$ cat config.mk
export PLATFORM = sky130hd
export DESIGN_NAME = xml_empty_element_expander_top
export DESIGN_NICKNAME = d
export VERILOG_FILES = /design/src/rtl/core/xee_pkg.sv /design/src/rtl/core/xml_empty_element_expander_top.sv /design/src/rtl/core/xee_obuf.sv /design/src/rtl/core/xee_dp.sv /design/src/rtl/core/xee_ctrl.sv
export VERILOG_INCLUDE_DIRS = /design/src /design/src/rtl/core
export SDC_FILE = /design/constraint.sdc
export NUM_CORES = 1
export LEC_CHECK = 0
export ABC_AREA = 0
export BUFFER_PORTS_ARGS = -buffer_cell sky130_fd_sc_hd__buf_2
export CAP_MARGIN = 20
export CORE_ASPECT_RATIO = 1.75
export CORE_MARGIN = 3
export CORE_UTILIZATION = 30
export DETAILED_ROUTE_END_ITERATION = 8
export PLACE_DENSITY = 0.46
export SLEW_MARGIN = 5
export SYNTH_ARGS = -nofsm -noshare
export SYNTH_HDL_FRONTEND = slang
export SYNTH_SLANG_ARGS = --single-unit
$ cat constraint.sdc
create_clock -name clk -period 2.8 [get_ports clk]
set_input_delay 0.14 -clock clk [delete_from_list [all_inputs] [get_ports clk]]
set_output_delay 0.14 -clock clk [all_outputs]
set_load 0.005 [all_outputs]
$ cat src/rtl/core/xml_empty_element_expander_top_macros.svh
// assertion helpers, clocked on clk and disabled while arst_n is low
`ifndef XML_EMPTY_ELEMENT_EXPANDER_TOP_MACROS_SVH
`define XML_EMPTY_ELEMENT_EXPANDER_TOP_MACROS_SVH

// same-cycle implication
`define XEE_ASSERT_IMPL(label, ante, cons, msg) \
	label: assert property (@(posedge clk) disable iff (!arst_n) (ante) |-> (cons)) \
		else $error(msg);

// next-cycle implication
`define XEE_ASSERT_NEXT(label, ante, cons, msg) \
	label: assert property (@(posedge clk) disable iff (!arst_n) (ante) |=> (cons)) \
		else $error(msg);

`endif

$ cat src/rtl/core/xee_pkg.sv
`default_nettype none
package xee_pkg;

	localparam int NAME_CAPACITY = 19;
	localparam int LEN_W = $clog2(NAME_CAPACITY + 1);
	localparam int IDX_W = (NAME_CAPACITY > 1) ? $clog2(NAME_CAPACITY) : 1;

	localparam logic [7:0] CH_LT = 8'h3C;
	localparam logic [7:0] CH_GT = 8'h3E;
	localparam logic [7:0] CH_SL = 8'h2F;
	localparam logic [7:0] CH_SP = 8'h20;

	// where the data of an emitted beat comes from
	typedef enum logic [2:0] {
		SRC_IN,
		SRC_BYTE,
		SRC_SLASH,
		SRC_LT,
		SRC_GT,
		SRC_NAME
	} src_t;

	typedef struct packed {
		logic accept;
		logic push;
		src_t src;
		logic run_last;
		logic too_long;
		logic idx_inc;
	} cmd_t;

	typedef struct packed {
		logic pend;
		logic is_gt;
		logic ovf;
		logic hold;
		logic rep_zero;
		logic name_done;
	} sts_t;

	typedef struct packed {
		logic [7:0] data;
		logic run_last;
		logic msg_end;
		logic too_long;
	} beat_t;

endpackage
`default_nettype wire

$ cat src/rtl/core/xml_empty_element_expander_top.sv
// Empty-element expander: XML text in, one byte per beat, canonical text out.
// Input channel in_valid/in_ready carries in_byte and in_last (final byte of a
// message). Output channel out_valid/out_ready carries out_byte, out_run_last
// (last beat caused by one input beat), out_message_end and out_name_too_long.
// Bytes pass through unchanged except that "/>" after a kept tag name becomes
// "></name>", or stays "/>" flagged too long if the name overflowed; a slash
// after a kept name gives no output until the next byte. The first output beat
// of an input byte is valid the cycle after the input is accepted. Throughput
// is one byte per cycle for plain text and one beat per cycle in an expansion,
// each given queue room; in_ready is low until a byte's last beat is pushed.
// Reset clears all tag state at once; no clearing pass is needed, and the same
// state is cleared after every beat with in_last set.
// A two-beat output queue sits between the sequencer and the output port: when
// the receiver stalls the queue fills, and in_ready drops until a beat leaves it.
`default_nettype none
module xml_empty_element_expander_top import xee_pkg::*; (
	input wire logic clk,
	input wire logic arst_n,
	input wire logic in_valid,
	output logic in_ready,
	input wire logic [7:0] in_byte,
	input wire logic in_last,
	output logic out_valid,
	input wire logic out_ready,
	output logic [7:0] out_byte,
	output logic out_run_last,
	output logic out_message_end,
	output logic out_name_too_long
);

	cmd_t cmd;
	sts_t sts;
	beat_t wr_beat;
	beat_t rd_beat;
	logic room;

	xee_ctrl u_ctrl (
		.clk(clk),
		.arst_n(arst_n),
		.in_valid(in_valid),
		.in_ready(in_ready),
		.room(room),
		.sts(sts),
		.cmd(cmd)
	);

	xee_dp u_dp (
		.clk(clk),
		.arst_n(arst_n),
		.in_byte(in_byte),
		.in_last(in_last),
		.cmd(cmd),
		.sts(sts),
		.beat(wr_beat)
	);

	xee_obuf u_obuf (
		.clk(clk),
		.arst_n(arst_n),
		.push(cmd.push),
		.wr_beat(wr_beat),
		.pop_ready(out_ready),
		.room(room),
		.rd_valid(out_valid),
		.rd_beat(rd_beat)
	);

	assign out_byte = rd_beat.data;
	assign out_run_last = rd_beat.run_last;
	assign out_message_end = rd_beat.msg_end;
	assign out_name_too_long = rd_beat.too_long;

endmodule
`default_nettype wire

$ cat src/rtl/core/xee_obuf.sv
`default_nettype none
module xee_obuf import xee_pkg::*; (
	input wire logic clk,
	input wire logic arst_n,
	input wire logic push,
	input wire beat_t wr_beat,
	input wire logic pop_ready,
	output logic room,
	output logic rd_valid,
	output beat_t rd_beat
);

	// two-entry output queue
	beat_t mem_q [2];
	logic [1:0] count_q;
	logic wr_ptr_q;
	logic rd_ptr_q;
	logic pop;

	assign rd_valid = (count_q != 2'd0);
	assign room = (count_q != 2'd2);
	assign pop = rd_valid && pop_ready;
	assign rd_beat = mem_q[rd_ptr_q];

	always_ff @(posedge clk) begin
		if (push) begin
			mem_q[wr_ptr_q] <= wr_beat;
		end
	end

	always_ff @(posedge clk or negedge arst_n) begin
		if (!arst_n) begin
			count_q <= 2'd0;
			wr_ptr_q <= 1'b0;
			rd_ptr_q <= 1'b0;
		end else begin
			if (push) begin
				wr_ptr_q <= ~wr_ptr_q;
			end
			if (pop) begin
				rd_ptr_q <= ~rd_ptr_q;
			end
			case ({push, pop})
				2'b10: count_q <= count_q + 2'd1;
				2'b01: count_q <= count_q - 2'd1;
				default: count_q <= count_q;
			endcase
		end
	end

endmodule
`default_nettype wire

$ cat src/rtl/core/xee_dp.sv
`default_nettype none
module xee_dp import xee_pkg::*; (
	input wire logic clk,
	input wire logic arst_n,
	input wire logic [7:0] in_byte,
	input wire logic in_last,
	input wire cmd_t cmd,
	output sts_t sts,
	output beat_t beat
);

	logic cap_q;
	logic [LEN_W-1:0] len_q;
	logic ovf_q;
	logic slash_q;
	logic [7:0] byte_q;
	logic last_q;
	logic [LEN_W-1:0] rep_len_q;
	logic [IDX_W-1:0] idx_q;
	logic [7:0] name_q [NAME_CAPACITY];

	logic is_lt;
	logic is_gt;
	logic is_sp;
	logic is_sl;
	logic kept;
	logic hold;
	logic expand;
	logic room_left;
	logic name_wr;

	assign is_lt = (in_byte == CH_LT);
	assign is_gt = (in_byte == CH_GT);
	assign is_sp = (in_byte == CH_SP);
	assign is_sl = (in_byte == CH_SL);
	assign kept = (len_q != '0) || ovf_q;
	assign hold = !cap_q && is_sl && kept && !in_last;
	assign expand = slash_q && is_gt;
	assign room_left = (len_q < LEN_W'(NAME_CAPACITY));
	assign name_wr = cmd.accept && cap_q && !is_sp && !is_gt && room_left;

	assign sts.pend = slash_q;
	assign sts.is_gt = is_gt;
	assign sts.ovf = ovf_q;
	assign sts.hold = hold;
	assign sts.rep_zero = (rep_len_q == '0);
	assign sts.name_done = ((LEN_W'(idx_q) + LEN_W'(1)) == rep_len_q);

	always_comb begin
		case (cmd.src)
			SRC_IN: beat.data = in_byte;
			SRC_BYTE: beat.data = byte_q;
			SRC_SLASH: beat.data = CH_SL;
			SRC_LT: beat.data = CH_LT;
			SRC_GT: beat.data = CH_GT;
			SRC_NAME: beat.data = name_q[idx_q];
			default: beat.data = in_byte;
		endcase
		beat.run_last = cmd.run_last;
		beat.msg_end = cmd.run_last && (cmd.accept ? in_last : last_q);
		beat.too_long = cmd.too_long;
	end

	always_ff @(posedge clk) begin
		if (name_wr) begin
			name_q[len_q[IDX_W-1:0]] <= in_byte;
		end
		if (cmd.accept) begin
			byte_q <= in_byte;
			last_q <= in_last;
			rep_len_q <= len_q;
		end
	end

	always_ff @(posedge clk or negedge arst_n) begin
		if (!arst_n) begin
			cap_q <= 1'b0;
			len_q <= '0;
			ovf_q <= 1'b0;
			slash_q <= 1'b0;
			idx_q <= '0;
		end else if (cmd.accept) begin
			idx_q <= '0;
			slash_q <= hold;
			if (in_last) begin
				cap_q <= 1'b0;
				len_q <= '0;
				ovf_q <= 1'b0;
			end else if (expand) begin
				len_q <= '0;
				ovf_q <= 1'b0;
			end else if (cap_q) begin
				if (is_sp) begin
					cap_q <= 1'b0;
				end else if (is_gt) begin
					cap_q <= 1'b0;
					len_q <= '0;
					ovf_q <= 1'b0;
				end else if (room_left) begin
					len_q <= len_q + LEN_W'(1);
				end else begin
					ovf_q <= 1'b1;
				end
			end else if (is_lt) begin
				cap_q <= 1'b1;
				len_q <= '0;
				ovf_q <= 1'b0;
			end
		end else if (cmd.idx_inc) begin
			idx_q <= idx_q + IDX_W'(1);
		end
	end

endmodule
`default_nettype wire

$ cat src/rtl/core/xee_ctrl.sv
`default_nettype none
`include "xml_empty_element_expander_top_macros.svh"
module xee_ctrl import xee_pkg::*; (
	input wire logic clk,
	input wire logic arst_n,
	input wire logic in_valid,
	output logic in_ready,
	input wire logic room,
	input wire sts_t sts,
	output cmd_t cmd
);

	typedef enum logic [6:0] {
		ST_IDLE   = 7'b0000001,
		ST_BYTE   = 7'b0000010,
		ST_OVF_GT = 7'b0000100,
		ST_X_LT   = 7'b0001000,
		ST_X_SL   = 7'b0010000,
		ST_X_NAME = 7'b0100000,
		ST_X_GT   = 7'b1000000
	} state_t;

	state_t state_q;
	state_t state_d;
	logic accept;

	assign in_ready = (state_q == ST_IDLE) && room;
	assign accept = in_valid && in_ready;

	always_comb begin
		state_d = state_q;
		cmd = '{accept: accept, push: 1'b0, src: SRC_IN, run_last: 1'b0,
			too_long: 1'b0, idx_inc: 1'b0};
		unique case (state_q)
			ST_IDLE: begin
				if (accept) begin
					if (sts.pend && sts.is_gt) begin
						cmd.push = 1'b1;
						if (sts.ovf) begin
							cmd.src = SRC_SLASH;
							cmd.too_long = 1'b1;
							state_d = ST_OVF_GT;
						end else begin
							cmd.src = SRC_GT;
							state_d = ST_X_LT;
						end
					end else if (sts.pend) begin
						// release the held slash, then the byte unless it is held again
						cmd.push = 1'b1;
						cmd.src = SRC_SLASH;
						if (sts.hold) begin
							cmd.run_last = 1'b1;
						end else begin
							state_d = ST_BYTE;
						end
					end else if (!sts.hold) begin
						cmd.push = 1'b1;
						cmd.src = SRC_IN;
						cmd.run_last = 1'b1;
					end
				end
			end
			ST_BYTE: begin
				if (room) begin
					cmd.push = 1'b1;
					cmd.src = SRC_BYTE;
					cmd.run_last = 1'b1;
					state_d = ST_IDLE;
				end
			end
			ST_OVF_GT: begin
				if (room) begin
					cmd.push = 1'b1;
					cmd.src = SRC_GT;
					cmd.too_long = 1'b1;
					cmd.run_last = 1'b1;
					state_d = ST_IDLE;
				end
			end
			ST_X_LT: begin
				if (room) begin
					cmd.push = 1'b1;
					cmd.src = SRC_LT;
					state_d = ST_X_SL;
				end
			end
			ST_X_SL: begin
				if (room) begin
					cmd.push = 1'b1;
					cmd.src = SRC_SLASH;
					state_d = sts.rep_zero ? ST_X_GT : ST_X_NAME;
				end
			end
			ST_X_NAME: begin
				if (room) begin
					cmd.push = 1'b1;
					cmd.src = SRC_NAME;
					cmd.idx_inc = 1'b1;
					if (sts.name_done) begin
						state_d = ST_X_GT;
					end
				end
			end
			ST_X_GT: begin
				if (room) begin
					cmd.push = 1'b1;
					cmd.src = SRC_GT;
					cmd.run_last = 1'b1;
					state_d = ST_IDLE;
				end
			end
			default: begin
				state_d = ST_IDLE;
			end
		endcase
	end

	always_ff @(posedge clk or negedge arst_n) begin
		if (!arst_n) begin
			state_q <= ST_IDLE;
		end else begin
			state_q <= state_d;
		end
	end

	`XEE_ASSERT_IMPL(a_push_has_room, cmd.push, room, "beat pushed into a full output queue")
	`XEE_ASSERT_NEXT(a_expand_start, accept && sts.pend && sts.is_gt && !sts.ovf, state_q == ST_X_LT, "expansion did not start after a slash and close")
	`XEE_ASSERT_IMPL(a_name_entry, state_q == ST_X_NAME, $past(state_q) == ST_X_SL || $past(state_q) == ST_X_NAME, "name replay entered out of order")

endmodule
`default_nettype wire

# Word-level counts from Yosys, hierarchy flattened
# Memory sizes are Yosys's and may differ from the RTL's.
# Cells that the tools add are included.
[classes] n_addsub=4 multipliers=0 div=0 order_cmp=1 n_eq_ne=32 shift=0 mux=61 bitwise_logic=2 reduce_logical=28
[op_table] cell="7-bit two-way mux" n=10
[op_table] cell="5-bit two-way mux" n=13
[op_table] cell="8-bit one-hot mux with 5 select lines" n=1
[op_table] cell="7-bit one-hot mux with 5 select lines" n=1
[op_table] cell="8-bit by 6-bit == test with 1-bit output, second input constant" n=4
[op_table] cell="4-bit one-hot mux with 7 select lines" n=1
[op_table] cell="1-bit two-way mux" n=24
[op_table] cell="4-bit two-way mux" n=5
[op_table] cell="1-bit logical AND" n=12
[op_table] cell="6-bit two-way mux" n=2
[op_table] cell="5-bit by 1-bit adder with 5-bit output, second input constant" n=2
[op_table] cell="2-bit by 1-bit != test with 1-bit output, second input constant" n=5
[op_table] cell="5-bit != test, second input constant" n=2
[op_table] cell="4-bit AND reduction" n=2
[op_table] cell="8-bit AND reduction" n=1
[op_table] cell="7-bit by 1-bit == test with 1-bit output, second input constant" n=1
[op_table] cell="7-bit by 2-bit == test with 1-bit output, second input constant" n=1
[op_table] cell="7-bit by 3-bit == test with 1-bit output, second input constant" n=1
[op_table] cell="7-bit by 4-bit == test with 1-bit output, second input constant" n=1
[op_table] cell="7-bit by 5-bit == test with 1-bit output, second input constant" n=1
[op_table] cell="7-bit by 6-bit == test with 1-bit output, second input constant" n=1
[op_table] cell="7-bit == test, second input constant" n=1
[op_table] cell="3-bit by 2-bit == test with 1-bit output, second input constant" n=2
[op_table] cell="3-bit == test, second input constant" n=2
[op_table] cell="24 further kinds" n=32
[word_totals] register_bits=38 latch_bits=0 ram_bits=174 romBits=0 inputBits=13 elab_cells=142 n_memories=2
[memory_table] name="u_dp.name_q" depth=19 word_bits=8 read_ports=1 rd_clocked_by_memory_dff=0 wr=1 line_no="xee_dp.sv:20" source="logic [7:0] name_q [NAME_CAPACITY];"
[memory_table] name="u_obuf.mem_q" depth=2 word_bits=11 read_ports=1 rd_clocked_by_memory_dff=0 wr=1 line_no="xee_obuf.sv:14" source="beat_t mem_q [2];"

# Longest topological paths before layout
# Gate-level depths: netlist (run 1).
[depth] word_depth=11 ltp_mapped=11

# Cells and area by module
# A second synthesis (run 1) with hierarchy kept.
[unflattened] hier_cells=618 area_unflattened_um2=9392.8
[modules_own_cells] mod="xee_dp" n_inst=1 cells_per_inst=470 area_per_inst_um2=7588.5 seq_area_each_um2=5300.1
[modules_own_cells] mod="xee_obuf" n_inst=1 cells_per_inst=51 area_per_inst_um2=989.7 seq_area_each_um2=760.7
[modules_own_cells] mod="xee_ctrl" n_inst=1 cells_per_inst=97 area_per_inst_um2=814.5 seq_area_each_um2=176.4

# Least setup slack after synthesis (run 1)
# OpenSTA, ideal clock, no wires.
[synth_timing] path_type="flip-flop to flip-flop" from="reg u_dp.len_q[3]" to="mem u_obuf.mem_q[1][0] in the netlist's numbering, enable pin" arrival_time_ps=2234 t_required_ps=2420 path_slack_ps=186 stages_incl_launch_ff=9 path_buffers=1 cell_sequence="dfrtp_1 -> clkbuf_1 -> or3_1 -> nor3b_1 -> and4b_1 -> ha_1 -> nand2_1 -> a21oi_1 -> nor2b_1"
[synth_via] elab_chain_cells=11
[synth_rtl] item="from (decl)" line_no="xee_dp.sv:13" source="logic [LEN_W-1:0] len_q;"
[synth_rtl] item="from (signal assigned)" line_no="xee_dp.sv:100" source="len_q <= len_q + LEN_W'(1);"
[synth_rtl] item="5-bit nonzero test" line_no="xee_dp.sv:36" source="assign kept = (len_q != '0) || ovf_q;"
[synth_rtl] item="1-bit logical OR" line_no="xee_dp.sv:36"
[synth_rtl] item="1-bit logical AND (2 in series)" line_no="xee_dp.sv:37" source="assign hold = !cap_q && is_sl && kept && !in_last;"
[synth_rtl] item="named net u_dp.hold" line_no="xee_dp.sv:27" source="logic hold;"
[synth_rtl] item="5-bit two-way mux" line_no="xee_ctrl.sv:56" source="end else if (!sts.hold) begin"
[synth_rtl] item="5-bit two-way mux" line_no="xee_ctrl.sv:47" source="end else if (sts.pend) begin"
[synth_rtl] item="4-bit two-way mux" line_no="xee_ctrl.sv:37" source="if (sts.pend && sts.is_gt) begin"
[synth_rtl] item="6-bit two-way mux" line_no="xee_ctrl.sv:36" source="if (accept) begin"
[synth_rtl] item="4-bit one-hot mux with 7 select lines" line_no="xee_ctrl.sv:34" source="unique case (state_q)"
[synth_rtl] item="1-bit two-way mux" line_no="xee_obuf.sv:26" source="if (push) begin"
[synth_rtl] item="1-bit two-way mux (not written as such)" line_no="xee_obuf.sv:27" source="mem_q[wr_ptr_q] <= wr_beat;"
[synth_rtl] item="to (decl)" line_no="xee_obuf.sv:14"
# The timed path passes the listed nets, and every way through them passes these cells.

==> results.py, run 1 <==
metrics = {
    "outcome": {
        "status": "finished clean",
    },
    "power_and_ir_drop": {
        "seqPwrFrac": 0.474,
        "switchingPower_mw": 2.14,
        "vdd_drop_max_mv": 0.418,
        "switching_share": 0.259,
        "p_per_area_nw_per_um2": 767,
        "power_mw": 8.28,
        "p_comb_frac": 0.167,
        "intPower_mw": 6.14,
        "power.clock.fraction": 0.359,
        "p_leak_nw": 3.63,
    },
    "global_route": {
        "grt_pass1_vias": 5604,
        "grt_usage": 0.148,
        "grt-ovfl-total": 0,
        "grt_max_degree": 44,
        "antenna_found_initial": 0,
        "grt_pass1_wl_microns": 35100,
    },
    "sta": {
        "tightest_slew_ns": 0.638,
        "fin_setup_tns_ns": 0,
        "slew_viol_final": 0,
        "hold_violations": 0,
        "setup_viol": 0,
        "fin_crit_sh": 0.928,
        "fin_skew_ns": 0.00754,
        "period_needed_ns": 2.60,
        "max_clock_freq_ghz": 0.385,
        "rsz0062_at_grt": "no",
        "slew_headroom": 0.575,
    },
    "yosys": {
        "ys_seq_area_frac": 0.690,
        "syn_inst": 568,
        "synth_nets": 588,
        "ys_ff_latch": 212,
        "avgSynthCellArea_sq_um": 15.9,
        "post_synth_num_cell_types": 59,
        "yosys-top-cells-area": "edfxtp_1, mux4_2, dfrtp_1",
        "synth_top_area_frac": 0.621,
        "yosysWarnings": 0,
        "synth_edf_count": 187,
        "synth.largest_area_cell": "edfxtp_1",
        "synth-async-reset-ratio": 0.113,
        "synth_ff_type": "edfxtp_1",
        "syn_area_sq_um": 9040,
    },
    "setup_path": {
        "worstRegToRegCells": 7,
        "r2r_slack_ns": 0.20,
        "path_max_fanout": 15,
        "crit_type": "flip-flop to flip-flop",
        "cp-startpoint": "u_dp.idx_q[0]",
        "start_kind": "flip-flop",
        "worst_ep_arrival_time_ns": 2.82,
        "r2r-end": "u_obuf.mem_q[1][3]",
        "end_kind": "flip-flop",
        "required_ns": 3.02,
        "r2r_start": "u_dp.idx_q[0]",
    },
    "floorplan": {
        "coreArea_sq_um": 29500,
        "rows": 83,
        "initial_core_util": 0.306,
        "fp.dieW_microns": 137,
        "num_io_pins": 26,
        "dieHeight_microns": 236,
        "die-area_sq_um": 32300,
    },
    "hold_path": {
        "hold_path_end": "u_dp.name_q[14][7]",
        "worstHoldPathCells": 1,
        "hold_start": "in_byte[7]",
        "hold_path.class": "input port to flip-flop",
    },
    "final_layout": {
        "fillers": 2770,
        "layout_common_cells": "edfxtp_1, buf_4, nor2_1, nand2_1, mux4_2",
        "mostFrequentLayoutCell": "edfxtp_1",
        "fin_util": 0.366,
        "layout.nets": 676,
        "drive_above_1_share": 0.268,
        "syn_to_final_growth_pct": 19.4,
        "num_antenna_cells": 0,
    },
    "placement": {
        "portBuffers": 25,
        "dpl.hpwl_microns": 16900,
        "gp_congestion": 0.805,
    },
    "run": {
        "drv_cap": 0,
    },
    "route": {
        "postRouteAntennaNets": 0,
        "drtPass1Iterations": 4,
        "num_vias": 5195,
        "via_per_inst": 4.93,
        "drt-wirelength-per-cell_microns": 22.3,
        "wl_microns": 23500,
        "route.detailed.drc": 0,
        "drt_iter0_drc": 348,
    },
    "clock_network": {
        "cts_setup_buffers": 0,
        "clockBufferDepth": 3,
        "clock_sinks": 212,
        "cts-htree-levels": 1,
        "clock_tree.root_cell": "clkbuf_16",
        "cts_tree": "built",
        "cts_buffers": 21,
        "clk_pin_slew_ns": 0.07,
        "clock_latency_ns": 0.52,
    },
}
==> critical path: stages (launching register included) <==
cell       delay, ns
dfrtp_4         0.59
buf_12          0.22
mux4_2          0.53
nor2_1          0.13
a21oi_1         0.08
a22o_1          0.20
o21ai_0         0.31
o2111ai_1       0.22
==> area by class of cell <==
cell class                      count  area [sq um]  share of cell area
Tap cell                          382           478              0.0443
Multi-Input combinational cell    321          2670               0.247
Clock buffer                       26           544              0.0504
Sequential cell                   212          6240               0.578
Timing Repair Buffer               89           656              0.0607
Clock inverter                     12           169              0.0156
Inverter                           11          41.3             0.00382
==> cell usage after synthesis, types with 2 or more instances <==
| library cell | number |
|---|---|
| edfxtp_1 | 187 |
| nor2_1 | 43 |
| nand2_1 | 39 |
| mux4_2 | 36 |
| o21ai_0 | 33 |
| dfrtp_1 | 23 |
| mux2_2 | 17 |
| mux2i_1 | 17 |
| a21oi_1 | 14 |
| inv_1 | 11 |
| clkbuf_1 | 10 |
| nand3_1 | 10 |
| xor2_1 | 10 |
| buf_2 | 9 |
| nand2b_1 | 9 |
| xnor2_1 | 9 |
| ha_1 | 7 |
| nor2b_1 | 7 |
| nor3_1 | 5 |
| and2_1 | 4 |
| buf_1 | 4 |
| o211ai_1 | 4 |
| o22ai_1 | 4 |
| and3_1 | 3 |
| nand4_1 | 3 |
| nor4_1 | 3 |
| o221ai_1 | 3 |
| or3_1 | 3 |
| or4_1 | 3 |
| a21boi_0 | 2 |
| a31oi_1 | 2 |
| a32o_1 | 2 |
| and4_1 | 2 |
| nand3b_1 | 2 |
| nor3b_1 | 2 |
| o2111ai_1 | 2 |
| or2_2 | 2 |
==> state kept, by name (all words and copies together), names as in the netlist <==
signal           count
u_ctrl.state_q       7
u_dp.idx_q           5
u_dp.slash_q         1
u_dp.name_q        152
u_obuf.mem_q        22
u_dp.last_q          1
u_dp.len_q           5
u_obuf.rd_ptr_q      1
u_dp.cap_q           1
u_dp.rep_len_q       5
u_dp.byte_q          8
u_obuf.count_q       2
u_dp.ovf_q           1
u_obuf.wr_ptr_q      1
==> routing by layer <==
layer  up-vias  track usage  share of wire
li1       2387            -              -
met4         0       0.0548          0.034
met1      2623        0.152           0.34
met3        48       0.0199          0.037
met2       137        0.292           0.59
met5         -            0              0
==> cells by family after synthesis <==
kind of cell / share of synthesized area
xor gates and xnor gates: 0.0184
adders and majority gates: 0.00969
muxes: 0.130
AOI/OAI and AO/OA: 0.0566
and+or+nand+nor: 0.0793
DFF: 0.690
buffers and inverters: 0.0162
==> worst max-delay path by stage <==
stage                              end  slack [ns]  cells after the start
floorplan           u_obuf.mem_q[1][0]        0.19                      8
global placement    u_obuf.mem_q[1][4]        0.15                      5
detailed placement  u_obuf.mem_q[1][3]        0.13                      7
CTS                 u_obuf.mem_q[1][3]        0.11                      7
global route         u_obuf.count_q[1]        0.02                     10
finish              u_obuf.mem_q[1][3]        0.20                      7
==> what timing repair did <==
item	in CTS	in global routing
setup endpoints to repair	0	130
hold endpoints to repair	28	0
hold buffers	5	0
gates resized for setup	0	3
==> through the flow <==
step,setup WS [ns],hold slack (ns),cell area [sq um],std cells
CTS,0.113,0.108,10800,1053
floorplan,0.186,-0.156,9040,568
finish,0.201,0.124,10800,1053
global route,0.0205,0.129,10800,1053
detailed placement,0.129,0.204,10000,1010
global placement,0.151,0.188,10000,1010
==> power by group through the flow <==
stage / clock network (mW) / logic, mW / registers [mW]
4_1_cts: 3.06 / 1.41 / 3.93
3_3_place_gp: 0 / 1.37 / 3.99
5_1_grt: 3.17 / 1.53 / 3.95
2_1_floorplan: 0 / 0.828 / 3.93
3_5_place_dp: 0 / 1.38 / 4.00
6_report: 2.97 / 1.38 / 3.93
(Power assumes the default switching activity.)
==> run 2: changes to the inputs <==
Settings changed: SYNTH_HIERARCHICAL from default to 1.
==> results.py, run 2 <==
metrics = {
    "sta": {
        "slew_headroom": 0.501,
        "hold_violations": 0,
        "setup_viol": 0,
        "slew_viol_final": 0,
        "setup_slack_ns": 0.136,
        "fin_crit_sh": 0.951,
        "max_clock_freq_ghz": 0.375,
        "tightest_slew_ns": 0.741,
        "whs_ns": 0.0724,
        "period_needed_ns": 2.66,
        "fin_skew_ns": 0.0154,
    },
    "hold_path": {
        "hold_path_end": "u_dp/last_q",
        "hold_path.class": "input port to flip-flop",
        "worstHoldPathCells": 2,
        "hold_start": "in_last",
    },
    "yosys": {
        "ys_ff_latch": 212,
        "synth.largest_area_cell": "edfxtp_1",
        "ys_seq_area_frac": 0.664,
        "synth_top_family_by_area": "multiplexers",
        "synth_top_area_frac": 0.598,
        "synth_ff_type": "edfxtp_1",
        "synth-compound-area-share": 0.0779,
        "yosys-top-cells-area": "edfxtp_1, mux4_2, dfrtp_1",
        "muxShareOfSynthArea": 0.112,
        "synth-async-reset-ratio": 0.113,
        "post_synth_num_cell_types": 67,
        "synth_simple_gate_area_share": 0.0874,
        "synth_common_cells": "edfxtp_1, nor2_1, nand2_1",
        "syn_area_sq_um": 9390,
        "synth_xor_area_frac": 0.0177,
        "synthAdderAreaFrac": 0.00932,
        "yosysWarnings": 6,
        "synth_edf_count": 187,
        "avgSynthCellArea_sq_um": 15.2,
        "yosysMostFrequentCell": "edfxtp_1",
        "syn_inst": 618,
        "synth_nets": 638,
    },
    "setup_path": {
        "cp-startpoint": "u_obuf/count_q[1]",
        "crit_slowest_cell": "or4_1",
        "crit_type": "flip-flop to flip-flop",
        "crit_top_cell": "buf_4",
        "start_kind": "flip-flop",
        "end_kind": "flip-flop",
        "r2r-end": "u_obuf/mem_q[0][3]",
        "r2r_slack_ns": 0.14,
        "worst_ep_arrival_time_ns": 2.89,
        "cpPeakStageDelay_ns": 0.54,
        "required_ns": 3.03,
        "worstRegToRegCells": 10,
        "r2r_start": "u_obuf/count_q[1]",
        "path_max_fanout": 11,
        "crit_path_cell_trace": "nand2b_1 -> buf_4 -> nand2_1 -> or4_1 -> o31ai_2 -> buf_4 -> buf_4 -> a21oi_1 -> a2111oi_0 -> a31oi_1",
    },
    "clock_network": {
        "clk_pin_slew_ns": 0.06,
        "clock_latency_ns": 0.51,
        "cts-htree-levels": 1,
        "clock_tree.root_cell": "clkbuf_16",
        "clockBufferDepth": 3,
        "clock_sinks": 212,
        "cts_buffers": 21,
        "cts_tree": "built",
    },
    "route": {
        "postRouteAntennaNets": 0,
        "drt-wirelength-per-cell_microns": 21.3,
        "wl_microns": 23800,
        "via_per_inst": 4.95,
        "num_vias": 5534,
        "drt_iter0_drc": 320,
        "route.detailed.drc": 0,
        "drtPass1Iterations": 5,
    },
    "global_route": {
        "grt_max_degree": 42,
        "grt_pass1_vias": 6045,
        "grt_usage": 0.144,
        "grt_pass1_wl_microns": 36700,
        "grt-ovfl-total": 0,
        "antenna_found_initial": 0,
    },
    "floorplan": {
        "die-area_sq_um": 33600,
        "rows": 85,
        "coreArea_sq_um": 30800,
        "fp.dieW_microns": 140,
        "num_io_pins": 26,
        "dieHeight_microns": 240,
        "initial_core_util": 0.305,
    },
    "final_layout": {
        "largest_reg_flops": 152,
        "mostFrequentLayoutCell": "edfxtp_1",
        "fillers": 2972,
        "syn_to_final_growth_pct": 19.6,
        "layout_common_cells": "edfxtp_1, buf_4, nand2_1, o21ai_0, mux4_2",
        "drive_above_1_share": 0.308,
        "finish.instance_area_sq_um": 11200,
        "num_antenna_cells": 0,
        "fin_util": 0.364,
        "layout.nets": 734,
    },
    "placement": {
        "gp_congestion": 0.821,
        "pre_cts_ws_ns": -0.0870,
        "portBuffers": 25,
        "place_area_sq_um": 10600,
        "dpl.hpwl_microns": 17300,
    },
    "power_and_ir_drop": {
        "power_mw": 7.41,
        "vdd_drop_max_mv": 0.379,
        "p_per_area_nw_per_um2": 660,
        "p_leak_nw": 3.74,
    },
    "run": {
        "drv_cap": 0,
    },
    "outcome": {
        "status": "finished clean",
    },
}
-- run 2: cell types whose count changed in the layout (fill, tap and decap cells not counted), sizes merged, moves of 5 or more --
cell / delta
buf: +22
a31oi: +6
mux4: -6
nand2b: +6
a22oi: +9
clkbuf: +5
-- run 2: layout make-up --
class                           instances  area, sq um  share of cell area
Clock buffer                           31          573              0.0510
Clock inverter                          6         30.0             0.00267
Inverter                               16         60.1             0.00535
Multi-Input combinational cell        354         2920               0.260
Sequential cell                       212         6240               0.556
Tap cell                              391          489              0.0436
Timing Repair Buffer                  109          913              0.0813
-- run 2: critical path, delay by kind of cell, from the launching register on --
family / cells / cell delay (ns)
flops: 1 / 0.40
simple gates: 3 / 0.77
buf+inv: 3 / 0.51
compound gates: 4 / 0.71
-- run 2: report_power, final --
group | leakage [nW] | switching [mW] | internal (mW)
logic | 1.43 | 0.590 | 0.478
registers | 2.02 | 0.0983 | 3.67
clock network | 0.294 | 1.15 | 1.42
total | 3.74 | 1.84 | 5.57
-- run 2: worst max-delay path by stage --
| stage | endpoint | slack, ns |
|---|---|---|
| after floorplan | u_dp/name_q[5][0] | 0.004 |
| after detailed placement | u_obuf/mem_q[1][10] | -0.09 |
| final | u_obuf/mem_q[0][3] | 0.14 |
| after CTS | u_obuf/mem_q[0][3] | 0.06 |
| after global placement | u_obuf/mem_q[0][10] | -0.06 |
| after global routing | u_obuf/count_q[1] | -0.002 |
-- run 2: cells by family after synthesis --
kind of cell	Yosys count
buffers and inverters	52
adder cells (fa/ha/maj)	7
XOR/XNOR	19
multiplexers	64
AND/OR/NAND/NOR	157
AO/OA/AOI/OAI	107
flip-flops	212
-- run 2: routing by layer --
metal / up-vias / wire [microns] / part of all wire / track usage
met4: 0 / 1140 / 0.048 / 0.0691
li1: 2575 / - / - / -
met2: 109 / 13400 / 0.56 / 0.281
met5: - / 0 / 0 / 0
met3: 42 / 741 / 0.031 / 0.0159
met1: 2808 / 8490 / 0.36 / 0.150
-- run 2: timing repair --
action / 4_1_cts / 5_1_grt
gates resized for setup: 1 / 7
endpoints found under the hold margin: 30 / 0
endpoints found under the setup margin: 4 / 166
pin swaps: 0 / 3
hold buffers: 3 / 0
setup buffers: 0 / 3
-- run 2: through the flow --
step	setup TNS [ns]	instances
after detailed placement	-0.617	1076
after global routing	-0.00177	1119
after global placement	-0.153	1076
after CTS	0	1116
after floorplan	0	618
final	0	1119
==> run 3: changes to the inputs <==
Settings changed: PLACE_DENSITY 0.46 to 0.44.
Clock period 2.8 ns to 3.36 ns, I/O delays scaled along.
==> results.py, run 3 (same netlist as run 2, synthesis figures left out) <==
metrics = {
    "setup_path": {
        "start_kind": "input port",
        "r2r_slack_ns": 0.51,
        "end_kind": "flip-flop",
        "crit_type": "input port to flip-flop",
        "worst_ep_arrival_time_ns": 3.27,
        "crit_path_cell_trace": "dlygate4sd3_1 -> buf_2 -> or4b_1 -> nor3_1 -> buf_4 -> nand2_1 -> o31ai_1 -> nor2_1 -> inv_1 -> o21ai_0 -> a222oi_1 -> a22oi_1",
        "path_max_fanout": 9,
        "crit_slowest_cell": "or4b_1",
        "cpPeakStageDelay_ns": 0.60,
        "required_ns": 3.61,
    },
    "sta": {
        "setup_slack_ns": 0.334,
        "tightest_slew_ns": 0.708,
        "setup_viol": 0,
        "rsz0062_at_grt": "no",
        "fin_setup_tns_ns": 0,
        "slew_viol_final": 0,
        "fin_crit_sh": 0.901,
        "period_needed_ns": 3.03,
        "hold_violations": 0,
        "slew_headroom": 0.523,
        "max_clock_freq_ghz": 0.330,
        "fin_skew_ns": 0.0282,
    },
    "run": {
        "drv_cap": 0,
    },
    "floorplan": {
        "coreArea_sq_um": 30800,
        "initial_core_util": 0.305,
        "fp.dieW_microns": 140,
        "die-area_sq_um": 33600,
        "dieHeight_microns": 240,
        "num_io_pins": 26,
        "rows": 85,
    },
    "final_layout": {
        "layout.nets": 698,
        "fin_util": 0.350,
        "ff_latch_area_sq_um": 6240,
        "final_cell_count_no_fill": 1081,
        "fillers": 2974,
        "largest_reg_flops": 152,
        "layout_common_cells": "edfxtp_1, nor2_1, buf_4, nand2_1, o21ai_0",
        "drive_above_1_share": 0.236,
        "multiInputGateArea_sq_um": 2860,
        "num_antenna_cells": 0,
        "mostFrequentLayoutCell": "edfxtp_1",
        "syn_to_final_growth_pct": 14.8,
    },
    "global_route": {
        "grt-ovfl-total": 0,
        "antenna_found_initial": 0,
        "grt_max_degree": 28,
        "grt_pass1_wl_microns": 34700,
        "grt_usage": 0.137,
        "grt_pass1_vias": 5648,
    },
    "clock_network": {
        "clock_tree.root_cell": "clkbuf_16",
        "cts_tree": "built",
        "cts-htree-levels": 1,
        "cts_setup_buffers": 0,
        "ctsResizeCount": 0,
        "clockBufferDepth": 3,
        "clk_pin_slew_ns": 0.07,
        "clock_sinks": 212,
        "clock_latency_ns": 0.52,
        "cts_buffers": 20,
    },
    "route": {
        "route.detailed.drc": 0,
        "drtPass1Iterations": 5,
        "num_vias": 5348,
        "wl_microns": 22700,
        "drt_iter0_drc": 268,
        "postRouteAntennaNets": 0,
        "via_per_inst": 4.95,
        "drt-wirelength-per-cell_microns": 21.0,
    },
    "placement": {
        "gp_congestion": 0.788,
        "dp_cells": 1044,
        "pre_cts_ws_ns": 0.308,
        "dpl.hpwl_microns": 16400,
        "portBuffers": 25,
    },
    "power_and_ir_drop": {
        "intPower_mw": 4.66,
        "vdd_drop_max_mv": 0.385,
        "p_leak_nw": 3.54,
        "p_comb_frac": 0.127,
        "seqPwrFrac": 0.515,
        "p_per_area_nw_per_um2": 572,
        "power.clock.fraction": 0.358,
        "switchingPower_mw": 1.51,
        "switching_share": 0.245,
    },
    "hold_path": {
        "hold_path.class": "input port to flip-flop",
    },
    "outcome": {
        "status": "finished clean",
    },
}
[run 3: through the flow]
step           hold WS [ns]  power, mW  instance area [sq um]
3_5_place_dp          0.237       4.04                  10100
3_3_place_gp          0.243       4.02                  10100
4_1_cts              0.0228       6.28                  10800
5_1_grt              0.0302       6.46                  10800
6_report             0.0412       6.17                  10800
2_1_floorplan        -0.128       3.74                   9390
[run 3: layout make-up]
type,count,area share
Timing Repair Buffer,74,0.0476
Tap cell,391,0.0454
Multi-Input combinational cell,354,0.265
Sequential cell,212,0.578
Clock buffer,23,0.0474
Inverter,16,0.00557
Clock inverter,11,0.0108
[run 3: final timing paths]
path | cells after the start | start | end
worst max-delay path | 12 | in_byte[5] | u_obuf/mem_q[1][10]
worst min-delay path | 1 | in_byte[3] | u_dp/name_q[13][3]
worst max register to register | 10 | u_ctrl/state_q[6] | u_obuf/mem_q[1][10]
worst min register to register | 1 | u_dp/last_q | u_dp/last_q
max in group asynchronous | 2 | arst_n | u_dp/idx_q[1]
min in group asynchronous | 2 | arst_n | u_dp/slash_q
[run 3: per-layer routing]
| metal | vias up | part of all wire | GRT usage | wire length (microns) |
|---|---|---|---|---|
| met5 | - | 0 | 0 | 0 |
| met4 | 0 | 0.039 | 0.0608 | 882 |
| met3 | 33 | 0.030 | 0.0173 | 687 |
| met2 | 107 | 0.57 | 0.270 | 13000 |
| met1 | 2702 | 0.36 | 0.142 | 8160 |
| li1 | 2506 | - | - | - |
[run 3: power by group through the flow]
stage          sequential (mW)  clock [mW]  combinational (mW)
2_1_floorplan             3.17           0               0.569
5_1_grt                   3.20        2.39               0.873
4_1_cts                   3.18        2.29               0.808
6_report                  3.18        2.21               0.782
3_5_place_dp              3.24           0               0.799
3_3_place_gp              3.23           0               0.788
[run 3: worst max-delay path, delay by kind of cell]
kind	cells	cell delay (ns)
compound gates	4	1.01
buf+inv	4	1.02
simple gates	4	1.08
[run 3: repair_timing]
item | 4_1_cts | 5_1_grt
hold endpoints to repair | 31 | 0
hold buffers | 3 | 0
setup endpoints to repair | 0 | 0
